===== config.mk =====
export PLATFORM = sky130hd
export DESIGN_NAME = ascii_integer_parser_flat
export DESIGN_NICKNAME = d
export VERILOG_FILES = /design/src/hdl/aip_pkg.sv /design/src/hdl/aip_if.sv /design/src/hdl/aip_format.sv /design/src/hdl/ascii_integer_parser.sv /design/src/flat_wrapper.sv
export SDC_FILE = /design/constraint.sdc
export NUM_CORES = 1
export LEC_CHECK = 0
export BUFFER_PORTS_ARGS = -buffer_cell sky130_fd_sc_hd__buf_2
export CORE_UTILIZATION = 34
export CTS_CLUSTER_DIAMETER = 40
export CTS_CLUSTER_SIZE = 10
export DETAILED_ROUTE_END_ITERATION = 6
export GPL_TIMING_DRIVEN = 0
export PLACE_DENSITY = 0.51
export SYNTH_ARGS = -nofsm -noshare
export SYNTH_HDL_FRONTEND = slang
export SYNTH_SLANG_ARGS = --single-unit
export TNS_END_PERCENT = 100

===== constraint.sdc =====
create_clock -name i_clk -period 22.5 [get_ports i_clk]
set_input_delay 1.125 -clock i_clk [delete_from_list [all_inputs] [get_ports i_clk]]
set_output_delay 1.125 -clock i_clk [all_outputs]
set_load 0.02 [all_outputs]

===== src/hdl/aip_pkg.sv =====
// aip_pkg: shared types and constants for the ASCII integer parser.
// No dependencies; compile first.
`timescale 1ns / 1ps
`default_nettype none

package aip_pkg;

    // default sizes handed to the top level
    localparam int MAX_WIDTH_DFLT  = 512;
    localparam int VALUE_BITS_DFLT = 32;

    // configuration port
    localparam int CFG_IDX_W  = 2;
    localparam int CFG_DATA_W = 10;

    typedef enum logic [CFG_IDX_W-1:0] {
        REG_KIND  = 2'd0,
        REG_WIDTH = 2'd1,
        REG_SHORT = 2'd2
    } t_reg_idx;

    // number kinds
    localparam logic [2:0] KIND_DEC_S = 3'd0;
    localparam logic [2:0] KIND_AUTO  = 3'd1;
    localparam logic [2:0] KIND_OCT   = 3'd2;
    localparam logic [2:0] KIND_DEC_U = 3'd3;
    localparam logic [2:0] KIND_HEX   = 3'd4;
    localparam logic [2:0] KIND_BIN   = 3'd5;

    // result status
    localparam logic [1:0] ST_OK        = 2'd0;
    localparam logic [1:0] ST_NO_DIGITS = 2'd1;
    localparam logic [1:0] ST_EOF       = 2'd2;

    // characters
    localparam logic [7:0] CH_TAB   = 8'h09;
    localparam logic [7:0] CH_CR    = 8'h0D;
    localparam logic [7:0] CH_SPACE = 8'h20;
    localparam logic [7:0] CH_PLUS  = 8'h2B;
    localparam logic [7:0] CH_MINUS = 8'h2D;
    localparam logic [7:0] CH_ZERO  = 8'h30;
    localparam logic [7:0] CH_NINE  = 8'h39;
    localparam logic [7:0] CH_UA    = 8'h41;
    localparam logic [7:0] CH_UF    = 8'h46;
    localparam logic [7:0] CH_UX    = 8'h58;
    localparam logic [7:0] CH_LA    = 8'h61;
    localparam logic [7:0] CH_LF    = 8'h66;
    localparam logic [7:0] CH_LX    = 8'h78;
    localparam logic [3:0] DIGIT_TEN = 4'd10;

    typedef enum logic [2:0] {
        PH_SKIP   = 3'd0,
        PH_SIGN   = 3'd1,
        PH_ZERO   = 3'd2,
        PH_XMARK  = 3'd3,
        PH_DIGITS = 3'd4
    } t_phase;

    typedef enum logic [1:0] {
        BASE_DEC = 2'd0,
        BASE_OCT = 2'd1,
        BASE_HEX = 2'd2,
        BASE_BIN = 2'd3
    } t_base;

    // final field state handed to the formatter
    typedef struct packed {
        logic       ok;
        logic       negative;
        logic       overflowed;
        logic       signed_kind;
        logic       short_res;
    } t_fmt_ctrl;

endpackage

`default_nettype wire


===== src/hdl/aip_if.sv =====
// aip_if: valid/ready channel interfaces for the ASCII integer parser.
// Depends on aip_pkg for the configuration port widths.
`timescale 1ns / 1ps
`default_nettype none

interface aip_in_if;
    logic       valid;
    logic       ready;
    logic [7:0] character;
    logic       end_of_input;

    modport source (output valid, character, end_of_input, input ready);
    modport sink   (input valid, character, end_of_input, output ready);
endinterface

interface aip_out_if;
    logic        valid;
    logic        ready;
    logic [31:0] value;
    logic [1:0]  status;
    logic        pushed_back;
    logic [9:0]  number_length;

    modport source (output valid, value, status, pushed_back, number_length, input ready);
    modport sink   (input valid, value, status, pushed_back, number_length, output ready);
endinterface

interface aip_cfg_if;
    logic                            valid;
    logic                            ready;
    logic [aip_pkg::CFG_IDX_W-1:0]   index;
    logic [aip_pkg::CFG_DATA_W-1:0]  data;

    modport source (output valid, index, data, input ready);
    modport sink   (input valid, index, data, output ready);
endinterface

`default_nettype wire


===== src/hdl/aip_format.sv =====
// aip_format: turns the finished accumulator into the result pattern
// (clamping, negation, short truncation). Depends on aip_pkg.
`timescale 1ns / 1ps
`default_nettype none

module aip_format #(
    parameter int VALUE_BITS = aip_pkg::VALUE_BITS_DFLT
) (
    input  wire aip_pkg::t_fmt_ctrl  i_ctrl,
    input  wire [VALUE_BITS-1:0]     i_acc,
    output logic [31:0]              o_value
);

    localparam logic [VALUE_BITS-1:0] SMAX = {1'b0, {(VALUE_BITS-1){1'b1}}};
    localparam logic [VALUE_BITS-1:0] SMIN = {1'b1, {(VALUE_BITS-1){1'b0}}};

    logic [VALUE_BITS-1:0] neg_acc;
    logic [VALUE_BITS-1:0] v;
    logic [63:0]           v_ext;

    assign neg_acc = VALUE_BITS'(0) - i_acc;

    always_comb begin
        v = '0;
        if (i_ctrl.ok) begin
            if (i_ctrl.signed_kind) begin
                if (i_ctrl.negative) begin
                    v = (i_ctrl.overflowed || i_acc > SMIN) ? SMIN : neg_acc;
                end else begin
                    v = (i_ctrl.overflowed || i_acc > SMAX) ? SMAX : i_acc;
                end
            end else if (i_ctrl.overflowed) begin
                v = '1;
            end else begin
                v = i_ctrl.negative ? neg_acc : i_acc;
            end
            if (i_ctrl.short_res) begin
                v = {{(VALUE_BITS-16){1'b0}}, v[15:0]};
            end
        end
        v_ext   = 64'(v);
        o_value = v_ext[31:0];
    end

endmodule

`default_nettype wire


===== src/hdl/ascii_integer_parser.sv =====
// ascii_integer_parser: scanf-style integer field conversion, one character per item.
// An accepted item lands in the input register; the per-character step then consumes it and,
// where the item ends a field, loads the result register, waiting while the output is stalled.
// Throughput: one item per cycle, set by the per-character step between the input
// register and the result register; stalls only on output backpressure.
// Reset (i_rst_n low, synchronous): channels empty, parser skips whitespace,
// registers return to signed decimal, width 512, full-width result.
// Depends on aip_pkg, aip_if, aip_format.
`timescale 1ns / 1ps
`default_nettype none

module ascii_integer_parser #(
    parameter int MAX_WIDTH  = aip_pkg::MAX_WIDTH_DFLT,
    parameter int VALUE_BITS = aip_pkg::VALUE_BITS_DFLT
) (
    input  wire         i_clk,
    input  wire         i_rst_n,
    aip_cfg_if.sink     i_cfg,
    aip_in_if.sink      i_in,
    aip_out_if.source   o_out
);

    // width counter holds up to MAX_WIDTH itself
    localparam int WLW = $clog2(MAX_WIDTH + 1);
    localparam int VW  = VALUE_BITS;

    localparam int MAX_WIDTH_RESET = 512;

    // ---------------------------------------------------------------
    // Configuration registers; writes are always taken.
    // ---------------------------------------------------------------
    logic [2:0] r_kind;
    logic [9:0] r_width;
    logic       r_short;

    assign i_cfg.ready = 1'b1;

    always_ff @(posedge i_clk) begin
        if (!i_rst_n) begin
            r_kind  <= aip_pkg::KIND_DEC_S;
            r_width <= 10'(MAX_WIDTH_RESET);
            r_short <= 1'b0;
        end else if (i_cfg.valid) begin
            unique case (aip_pkg::t_reg_idx'(i_cfg.index))
                aip_pkg::REG_KIND:  r_kind  <= i_cfg.data[2:0];
                aip_pkg::REG_WIDTH: r_width <= i_cfg.data;
                aip_pkg::REG_SHORT: r_short <= i_cfg.data[0];
                default: ;
            endcase
        end
    end

    // kinds 6 and 7 behave as signed decimal
    logic [2:0] kind;
    always_comb begin
        kind = (r_kind > aip_pkg::KIND_BIN) ? aip_pkg::KIND_DEC_S : r_kind;
    end

    // width 0 or beyond MAX_WIDTH means MAX_WIDTH
    logic [WLW-1:0] eff_width;
    assign eff_width = (r_width == 10'd0 || 32'(r_width) > 32'(MAX_WIDTH)) ?
                       WLW'(MAX_WIDTH) : WLW'(r_width);

    // ---------------------------------------------------------------
    // Input register and handshake
    // ---------------------------------------------------------------
    logic       r_in_valid;
    logic [7:0] r_char;
    logic       r_eof;
    logic       r_out_valid;
    logic       step_fire;

    assign step_fire  = r_in_valid && (!r_out_valid || o_out.ready);
    assign i_in.ready = !r_in_valid || step_fire;

    always_ff @(posedge i_clk) begin
        if (!i_rst_n) begin
            r_in_valid <= 1'b0;
        end else if (i_in.ready) begin
            r_in_valid <= i_in.valid;
        end
    end

    always_ff @(posedge i_clk) begin
        if (i_in.valid && i_in.ready) begin
            r_char <= i_in.character;
            r_eof  <= i_in.end_of_input;
        end
    end

    // ---------------------------------------------------------------
    // Parser state
    // ---------------------------------------------------------------
    aip_pkg::t_phase r_phase, n_phase;
    aip_pkg::t_base  r_base,  n_base;
    logic            r_neg,   n_neg;
    logic            r_sign,  n_sign;   // a sign character was taken
    logic            r_ovf,   n_ovf;
    logic [VW-1:0]   r_acc,   n_acc;
    logic [WLW-1:0]  r_wleft, n_wleft;
    logic [WLW-1:0]  r_len,   n_len;

    // character classes
    logic       is_ws, is_sign, is_zero, is_x;
    logic [3:0] dval;
    logic       dhex;     // any hex digit
    logic       dok;      // digit valid in the walked base

    always_comb begin
        is_ws   = (r_char == aip_pkg::CH_SPACE) ||
                  (r_char >= aip_pkg::CH_TAB && r_char <= aip_pkg::CH_CR);
        is_sign = (r_char == aip_pkg::CH_MINUS) || (r_char == aip_pkg::CH_PLUS);
        is_zero = (r_char == aip_pkg::CH_ZERO);
        is_x    = (r_char == aip_pkg::CH_LX) || (r_char == aip_pkg::CH_UX);
        dhex    = 1'b1;
        if (r_char >= aip_pkg::CH_ZERO && r_char <= aip_pkg::CH_NINE) begin
            dval = 4'(r_char - aip_pkg::CH_ZERO);
        end else if (r_char >= aip_pkg::CH_LA && r_char <= aip_pkg::CH_LF) begin
            dval = 4'(r_char - aip_pkg::CH_LA) + aip_pkg::DIGIT_TEN;
        end else if (r_char >= aip_pkg::CH_UA && r_char <= aip_pkg::CH_UF) begin
            dval = 4'(r_char - aip_pkg::CH_UA) + aip_pkg::DIGIT_TEN;
        end else begin
            dval = 4'd0;
            dhex = 1'b0;
        end
    end

    // ---------------------------------------------------------------
    // Next state: walk the phases this character passes through.
    // Several phases can fall through on one character.
    // ---------------------------------------------------------------
    aip_pkg::t_phase w_phase;
    logic            f_start;     // first non-blank: field begins
    logic            f_signtk;    // sign taken
    logic            f_digit;     // digit taken
    logic            f_take;      // character taken into the field
    logic            f_badch;     // terminator (or end of input) after field start
    logic            f_eof_skip;  // end of input before any number
    logic            f_stop;
    logic            f_emit;
    logic [WLW-1:0]  wl_cur;

    always_comb begin : next_state
        w_phase    = r_phase;
        n_base     = r_base;
        f_start    = 1'b0;
        f_signtk   = 1'b0;
        f_digit    = 1'b0;
        f_take     = 1'b0;
        f_badch    = 1'b0;
        f_eof_skip = 1'b0;
        f_stop     = 1'b0;
        dok        = 1'b0;

        if (w_phase == aip_pkg::PH_SKIP) begin
            if (r_eof) begin
                f_eof_skip = 1'b1;
                f_stop     = 1'b1;
            end else if (is_ws) begin
                f_stop = 1'b1;
            end else begin
                f_start = 1'b1;
                w_phase = aip_pkg::PH_SIGN;
                unique case (kind) inside
                    aip_pkg::KIND_AUTO, aip_pkg::KIND_HEX: n_base = aip_pkg::BASE_HEX;
                    aip_pkg::KIND_OCT:                     n_base = aip_pkg::BASE_OCT;
                    aip_pkg::KIND_BIN:                     n_base = aip_pkg::BASE_BIN;
                    default:                               n_base = aip_pkg::BASE_DEC;
                endcase
            end
        end
        if (!f_stop && w_phase == aip_pkg::PH_SIGN) begin
            w_phase = aip_pkg::PH_ZERO;
            if (!r_eof && is_sign) begin
                f_signtk = 1'b1;
                f_take   = 1'b1;
                f_stop   = 1'b1;
            end
        end
        if (!f_stop && w_phase == aip_pkg::PH_ZERO) begin
            w_phase = aip_pkg::PH_DIGITS;
            if (n_base == aip_pkg::BASE_HEX && !r_eof && is_zero) begin
                w_phase = aip_pkg::PH_XMARK;
                f_take  = 1'b1;
                f_stop  = 1'b1;
            end else if (kind == aip_pkg::KIND_AUTO) begin
                n_base = aip_pkg::BASE_DEC;
            end
        end
        if (!f_stop && w_phase == aip_pkg::PH_XMARK) begin
            w_phase = aip_pkg::PH_DIGITS;
            if (!r_eof && is_x) begin
                f_take = 1'b1;
                f_stop = 1'b1;
            end else if (kind == aip_pkg::KIND_AUTO) begin
                n_base = aip_pkg::BASE_OCT;
            end
        end
        if (!f_stop) begin
            case (n_base)
                aip_pkg::BASE_DEC: dok = dhex && dval <= 4'd9;
                aip_pkg::BASE_OCT: dok = dhex && dval <= 4'd7;
                aip_pkg::BASE_BIN: dok = dhex && dval <= 4'd1;
                default:           dok = dhex;
            endcase
            if (!r_eof && dok) begin
                f_digit = 1'b1;
                f_take  = 1'b1;
            end else begin
                f_badch = 1'b1;
            end
        end

        // a take that uses up the width ends the field
        wl_cur  = f_start ? eff_width : r_wleft;
        f_emit  = f_eof_skip || f_badch || (f_take && wl_cur == WLW'(1));
        n_phase = f_emit ? aip_pkg::PH_SKIP : w_phase;
    end

    // ---------------------------------------------------------------
    // Datapath: sign, accumulate, counts, result fields
    // ---------------------------------------------------------------
    logic [VW+4:0] acc_wide;
    logic [VW+4:0] prod;
    logic [VW-1:0] acc_c;
    logic          neg_c, sign_c, ovf_c;
    logic [WLW-1:0] len_c;
    logic          no_digits;
    logic [1:0]    res_status;
    logic          res_pb;
    logic [31:0]   len_ext;
    logic [9:0]    res_len;
    aip_pkg::t_fmt_ctrl fmt_ctrl;
    logic [31:0]   res_value;

    always_comb begin : datapath
        acc_c  = f_start ? '0 : r_acc;
        neg_c  = f_start ? 1'b0 : r_neg;
        sign_c = f_start ? 1'b0 : r_sign;
        ovf_c  = f_start ? 1'b0 : r_ovf;
        len_c  = f_start ? '0 : r_len;

        // acc * base + digit by shifts; overflow shows in the top five bits
        acc_wide = (VW+5)'(acc_c);
        case (n_base)
            aip_pkg::BASE_HEX: prod = acc_wide << 4;
            aip_pkg::BASE_OCT: prod = acc_wide << 3;
            aip_pkg::BASE_BIN: prod = acc_wide << 1;
            default:           prod = (acc_wide << 3) + (acc_wide << 1);
        endcase
        prod = prod + (VW+5)'(dval);

        n_neg  = neg_c;
        n_sign = sign_c;
        if (f_signtk) begin
            n_neg  = (r_char == aip_pkg::CH_MINUS);
            n_sign = 1'b1;
        end
        n_acc = acc_c;
        n_ovf = ovf_c;
        if (f_digit && !ovf_c) begin
            if (prod[VW+4:VW] != 5'd0) begin
                n_ovf = 1'b1;
            end else begin
                n_acc = prod[VW-1:0];
            end
        end
        n_len   = len_c + WLW'(f_take);
        n_wleft = wl_cur - WLW'(f_take);

        no_digits  = (n_len == WLW'(n_sign));
        res_status = f_eof_skip ? aip_pkg::ST_EOF :
                     no_digits  ? aip_pkg::ST_NO_DIGITS : aip_pkg::ST_OK;
        res_pb     = f_badch && !r_eof;
        len_ext    = f_eof_skip ? 32'd0 : 32'(n_len);
        res_len    = len_ext[9:0];

        fmt_ctrl.ok          = (res_status == aip_pkg::ST_OK);
        fmt_ctrl.negative    = n_neg;
        fmt_ctrl.overflowed  = n_ovf;
        fmt_ctrl.signed_kind = (kind == aip_pkg::KIND_DEC_S) || (kind == aip_pkg::KIND_AUTO);
        fmt_ctrl.short_res   = r_short;
    end

    aip_format #(
        .VALUE_BITS (VALUE_BITS)
    ) u_format (
        .i_ctrl  (fmt_ctrl),
        .i_acc   (n_acc),
        .o_value (res_value)
    );

    always_ff @(posedge i_clk) begin
        if (!i_rst_n) begin
            r_phase <= aip_pkg::PH_SKIP;
            r_base  <= aip_pkg::BASE_DEC;
            r_neg   <= 1'b0;
            r_sign  <= 1'b0;
            r_ovf   <= 1'b0;
        end else if (step_fire) begin
            r_phase <= n_phase;
            r_base  <= n_base;
            r_neg   <= n_neg;
            r_sign  <= n_sign;
            r_ovf   <= n_ovf;
        end
    end

    always_ff @(posedge i_clk) begin
        if (step_fire) begin
            r_acc   <= n_acc;
            r_wleft <= n_wleft;
            r_len   <= n_len;
        end
    end

    // ---------------------------------------------------------------
    // Result register
    // ---------------------------------------------------------------
    logic [31:0] r_value;
    logic [1:0]  r_status;
    logic        r_pb;
    logic [9:0]  r_res_len;

    always_ff @(posedge i_clk) begin
        if (!i_rst_n) begin
            r_out_valid <= 1'b0;
        end else if (step_fire && f_emit) begin
            r_out_valid <= 1'b1;
        end else if (o_out.ready) begin
            r_out_valid <= 1'b0;
        end
    end

    always_ff @(posedge i_clk) begin
        if (step_fire && f_emit) begin
            r_value   <= res_value;
            r_status  <= res_status;
            r_pb      <= res_pb;
            r_res_len <= res_len;
        end
    end

    assign o_out.valid         = r_out_valid;
    assign o_out.value         = r_value;
    assign o_out.status        = r_status;
    assign o_out.pushed_back   = r_pb;
    assign o_out.number_length = r_res_len;

endmodule

`default_nettype wire


===== src/flat_wrapper.sv =====
// flat-port wrapper written by rule: the top's interface ports become plain ports
module ascii_integer_parser_flat 
#(
    parameter int MAX_WIDTH  = aip_pkg::MAX_WIDTH_DFLT,
    parameter int VALUE_BITS = aip_pkg::VALUE_BITS_DFLT
)
  (i_clk, i_rst_n, i_cfg_valid, i_cfg_index, i_cfg_data, i_cfg_ready, i_in_valid, i_in_character, i_in_end_of_input, i_in_ready, o_out_valid, o_out_value, o_out_status, o_out_pushed_back, o_out_number_length, o_out_ready);
  aip_cfg_if i_cfg_i ();
  aip_in_if i_in_i ();
  aip_out_if o_out_i ();
  input  wire i_clk;
  input  wire i_rst_n;
  input wire logic [$bits(i_cfg_i.valid)-1:0] i_cfg_valid;
  input wire logic [$bits(i_cfg_i.index)-1:0] i_cfg_index;
  input wire logic [$bits(i_cfg_i.data)-1:0] i_cfg_data;
  output wire logic [$bits(i_cfg_i.ready)-1:0] i_cfg_ready;
  input wire logic [$bits(i_in_i.valid)-1:0] i_in_valid;
  input wire logic [$bits(i_in_i.character)-1:0] i_in_character;
  input wire logic [$bits(i_in_i.end_of_input)-1:0] i_in_end_of_input;
  output wire logic [$bits(i_in_i.ready)-1:0] i_in_ready;
  output wire logic [$bits(o_out_i.valid)-1:0] o_out_valid;
  output wire logic [$bits(o_out_i.value)-1:0] o_out_value;
  output wire logic [$bits(o_out_i.status)-1:0] o_out_status;
  output wire logic [$bits(o_out_i.pushed_back)-1:0] o_out_pushed_back;
  output wire logic [$bits(o_out_i.number_length)-1:0] o_out_number_length;
  input wire logic [$bits(o_out_i.ready)-1:0] o_out_ready;
  assign i_cfg_i.valid = i_cfg_valid;
  assign i_cfg_i.index = i_cfg_index;
  assign i_cfg_i.data = i_cfg_data;
  assign i_cfg_ready = i_cfg_i.ready;
  assign i_in_i.valid = i_in_valid;
  assign i_in_i.character = i_in_character;
  assign i_in_i.end_of_input = i_in_end_of_input;
  assign i_in_ready = i_in_i.ready;
  assign o_out_valid = o_out_i.valid;
  assign o_out_value = o_out_i.value;
  assign o_out_status = o_out_i.status;
  assign o_out_pushed_back = o_out_i.pushed_back;
  assign o_out_number_length = o_out_i.number_length;
  assign o_out_i.ready = o_out_ready;
  ascii_integer_parser #(.MAX_WIDTH(MAX_WIDTH), .VALUE_BITS(VALUE_BITS)) u_core (.i_clk(i_clk), .i_rst_n(i_rst_n), .i_cfg(i_cfg_i), .i_in(i_in_i), .o_out(o_out_i));
endmodule

==> impl_metrics.env <==
export IMPL_critPathCaptureType="register"
export IMPL_clock_sinks=130
export IMPL_post_cts_buffers=0
export IMPL_antenna_found_initial=0
export IMPL_crit_required_ns=22.77
export IMPL_fin_util_pct=39.0
export IMPL_clockBufferDepth=2
export IMPL_status="complete, no violations"
export IMPL_avgRoutedWirePerCell_um=21.7
export IMPL_cts_root_buf="clkbuf_16"
export IMPL_regToRegSetupSlack_ns=10.58
export IMPL_min_delay_start="u_core.r_in_valid"
export IMPL_die_h_um=189
export IMPL_multiInputGateArea_mm2=0.00756
export IMPL_r2r_end="u_core.o_out.value[13]"
export IMPL_synth_cells=1428
export IMPL_nNetsFinal=1595
export IMPL_cp_max_fo=10
export IMPL_start_util_pct=34.5
export IMPL_htree_levels=4
export IMPL_r2r_cells=42
export IMPL_overflow=0
export IMPL_ys_types=107
export IMPL_timing_setup_tns_ns=0
export IMPL_n_fill_cell=3570
export IMPL_cts_buffers=17
export IMPL_syn_area_mm2=0.0119
export IMPL_vias=11800
export IMPL_synth_net_count=1502
export IMPL_skew_ns=0.0182
export IMPL_maxCapViolCount=0
export IMPL_synth_seq_cells=130
export IMPL_crit_type="reg -> reg"
export IMPL_synth_edf_count=106
export IMPL_drive_gt1_share_pct=13.2
export IMPL_seq_area_mm2=0.00366
export IMPL_irDropWorstVdd_uv=50.5
export IMPL_yosysSeqAreaShare_pct=30.9
export IMPL_groute_usage_overall_pct=24.2
export IMPL_drt_iter0_drc=1119
export IMPL_crit_slowest_cell="a222oi_1"
export IMPL_post_route_min_period_ns=11.92
export IMPL_io_buffers=72
export IMPL_yosysWarnings=0
export IMPL_grt_max_degree=43
export IMPL_holdPathEnd="u_core.r_in_valid"
export IMPL_antenna_cells=0
export IMPL_dieArea_mm2=0.0357
export IMPL_setup_viol=0
export IMPL_final_instance_count_excl_fill=1989
export IMPL_relSlewSlack_pct=22.3
export IMPL_drc=0
export IMPL_hp_class="reg -> reg"
export IMPL_gp_congestion=0.979
export IMPL_area_growth_pct=13.1
export IMPL_io_pins=74
export IMPL_hpwlAfterDp_mm=34.4
export IMPL_power_density_mw_per_mm2=61.9
export IMPL_via_per_inst=5.92
export IMPL_regToRegStartpoint="u_core.r_char[0]"
export IMPL_rsz0062_at_grt="false"
export IMPL_cp_slowest_stage_delay_ns=0.90
export IMPL_totalWireLength_mm=43.2
export IMPL_fin_crit_sh_pct=53.0
export IMPL_fmax_mhz=83.9
export IMPL_ant_nets=0
export IMPL_hold_path_depth=2
export IMPL_postSynth_asyncResetShare_pct=0
export IMPL_worst_pin_slew_ns=1.16
export IMPL_slew_violations=0
export IMPL_grt_pass1_wl_mm=65.8
export IMPL_synth_ff_type="edfxtp_1"
export IMPL_die_width_um=189
export IMPL_postCtsHoldBufs=0
export IMPL_cellLeakagePower_nw=5.23
export IMPL_cts_resized=0
export IMPL_start_kind="register"
export IMPL_finalHoldViolations=0
export IMPL_postSynthAreaPerCell_um2=8.32
export IMPL_critPathLaunch="u_core.r_char[0]"
export IMPL_dr_pass1_iters=6
export IMPL_core_mm2=0.0345
export IMPL_clkTransAtPathRegs_ns=0.07
export IMPL_placed_cells=1957
export IMPL_cp_arrival_ns=12.19
export IMPL_insertion_delay_ns=0.44
export IMPL_rows=68
export IMPL_first_global_vias=10900
export IMPL_cts_tree="built"
registers in the layout, indices dropped and copies added (netlist names):
name                        cells
u_core.o_out.value             32
u_core.r_acc                   32
u_core.o_out.number_length     10
u_core.r_len                   10
u_core.r_width                 10
u_core.r_wleft                 10
u_core.r_char                   8
u_core.r_kind                   3
u_core.r_phase                  3
u_core.o_out.status             2
u_core.r_base                   2
u_core.o_out.pushed_back        1
u_core.o_out.valid              1
u_core.r_eof                    1
u_core.r_in_valid               1
u_core.r_neg                    1
u_core.r_ovf                    1
u_core.r_short                  1
u_core.r_sign                   1
per-layer routing:
metal / share of wire [%] / GRT usage (%) / up-vias / wire length, um
met5: 0 / 0 / - / 0
met4: 3.1 / 8.50 / 0 / 1320
met3: 6.2 / 3.19 / 71 / 2690
met2: 44 / 37.7 / 458 / 18900
met1: 47 / 34.2 / 5667 / 20300
li1: - / - / 5584 / -
worst max-delay path, delay by kind of cell, from the launching register on:
| family | cells | cell delay (ns) |
|---|---|---|
| fa+ha+maj | 4 | 1.19 |
| xor+xnor | 2 | 0.33 |
| compound gates | 11 | 3.55 |
| flops | 1 | 0.45 |
| simple gates | 11 | 3.19 |
| mux | 1 | 0.12 |
| buf+inv | 13 | 2.93 |
kinds of logic after synthesis:
kind of cell    count (synthesis)  share of synthesized area, %
mux                            33                          2.86
simple gates                  585                          26.4
fa+ha+maj                      48                          5.18
flops                         130                          30.9
buf+inv                       145                          5.46
xor+xnor                       84                          6.20
compound gates                402                          23.0
other cells                     1                        0.0316
cells in the mapped netlist, types with 35 or more instances:
library cell  number  area (um^2)
inv_1             67          251
o21ai_0           76          380
nor3_1            46          230
clkbuf_1          35          131
nor2_1           127          477
a21oi_1          104          521
xor2_1            35          307
nand2_1          151          567
ha_1              46          576
xnor2_1           49          429
edfxtp_1         106         3180
nand3_1           45          225
cells in the final DEF (no fill, tap or decap), types with 29 or more instances in the layout:
cell type,synthesis,layout
clkbuf_1,35,35
o21ai_0,76,76
buf_2,26,98
nand4_1,33,33
xor2_1,35,35
nor3_1,46,46
nand3_1,45,45
xnor2_1,49,49
ha_1,46,46
nor2_1,127,127
inv_1,67,67
mux2i_1,29,29
a21oi_1,104,104
nand2_1,151,151
edfxtp_1,106,106
cell type report:
| type | count | share of cell area (%) |
|---|---|---|
| flip-flops and latches | 130 | 27.3 |
| inverters | 68 | 1.91 |
| well taps | 455 | 4.24 |
| plain buffers | 77 | 2.92 |
| multi-input cells | 1153 | 56.3 |
| clock buffers | 17 | 3.17 |
| clock inverters | 15 | 1.19 |
| repair buffers | 74 | 2.98 |
power by group:
part | internal [mW] | switching [mW]
sequential | 0.276 | 0.00705
combinational | 0.0879 | 0.181
clock | 0.149 | 0.131
total | 0.513 | 0.319
worst max-delay path by stage:
| stage | to | slack, ns |
|---|---|---|
| floorplan | u_core.o_out.value[13] | 13.73 |
| global placement | u_core.o_out.value[13] | 10.92 |
| detailed placement | u_core.o_out.value[13] | 10.97 |
| CTS | u_core.o_out.value[13] | 10.88 |
| global route | u_core.o_out.value[13] | 9.95 |
| finish | u_core.o_out.value[13] | 10.58 |
stage by stage:
stage	area [um^2]	setup WS (ns)	power (mW)	hold WS, ns
global placement	12800	10.92	0.550	0.503
floorplan	11900	13.73	0.473	0.494
CTS	13400	10.88	0.831	0.540
detailed placement	12800	10.97	0.550	0.513
global route	13400	9.95	0.869	0.547
finish	13400	10.58	0.832	0.539
(Power assumes the default switching activity.)
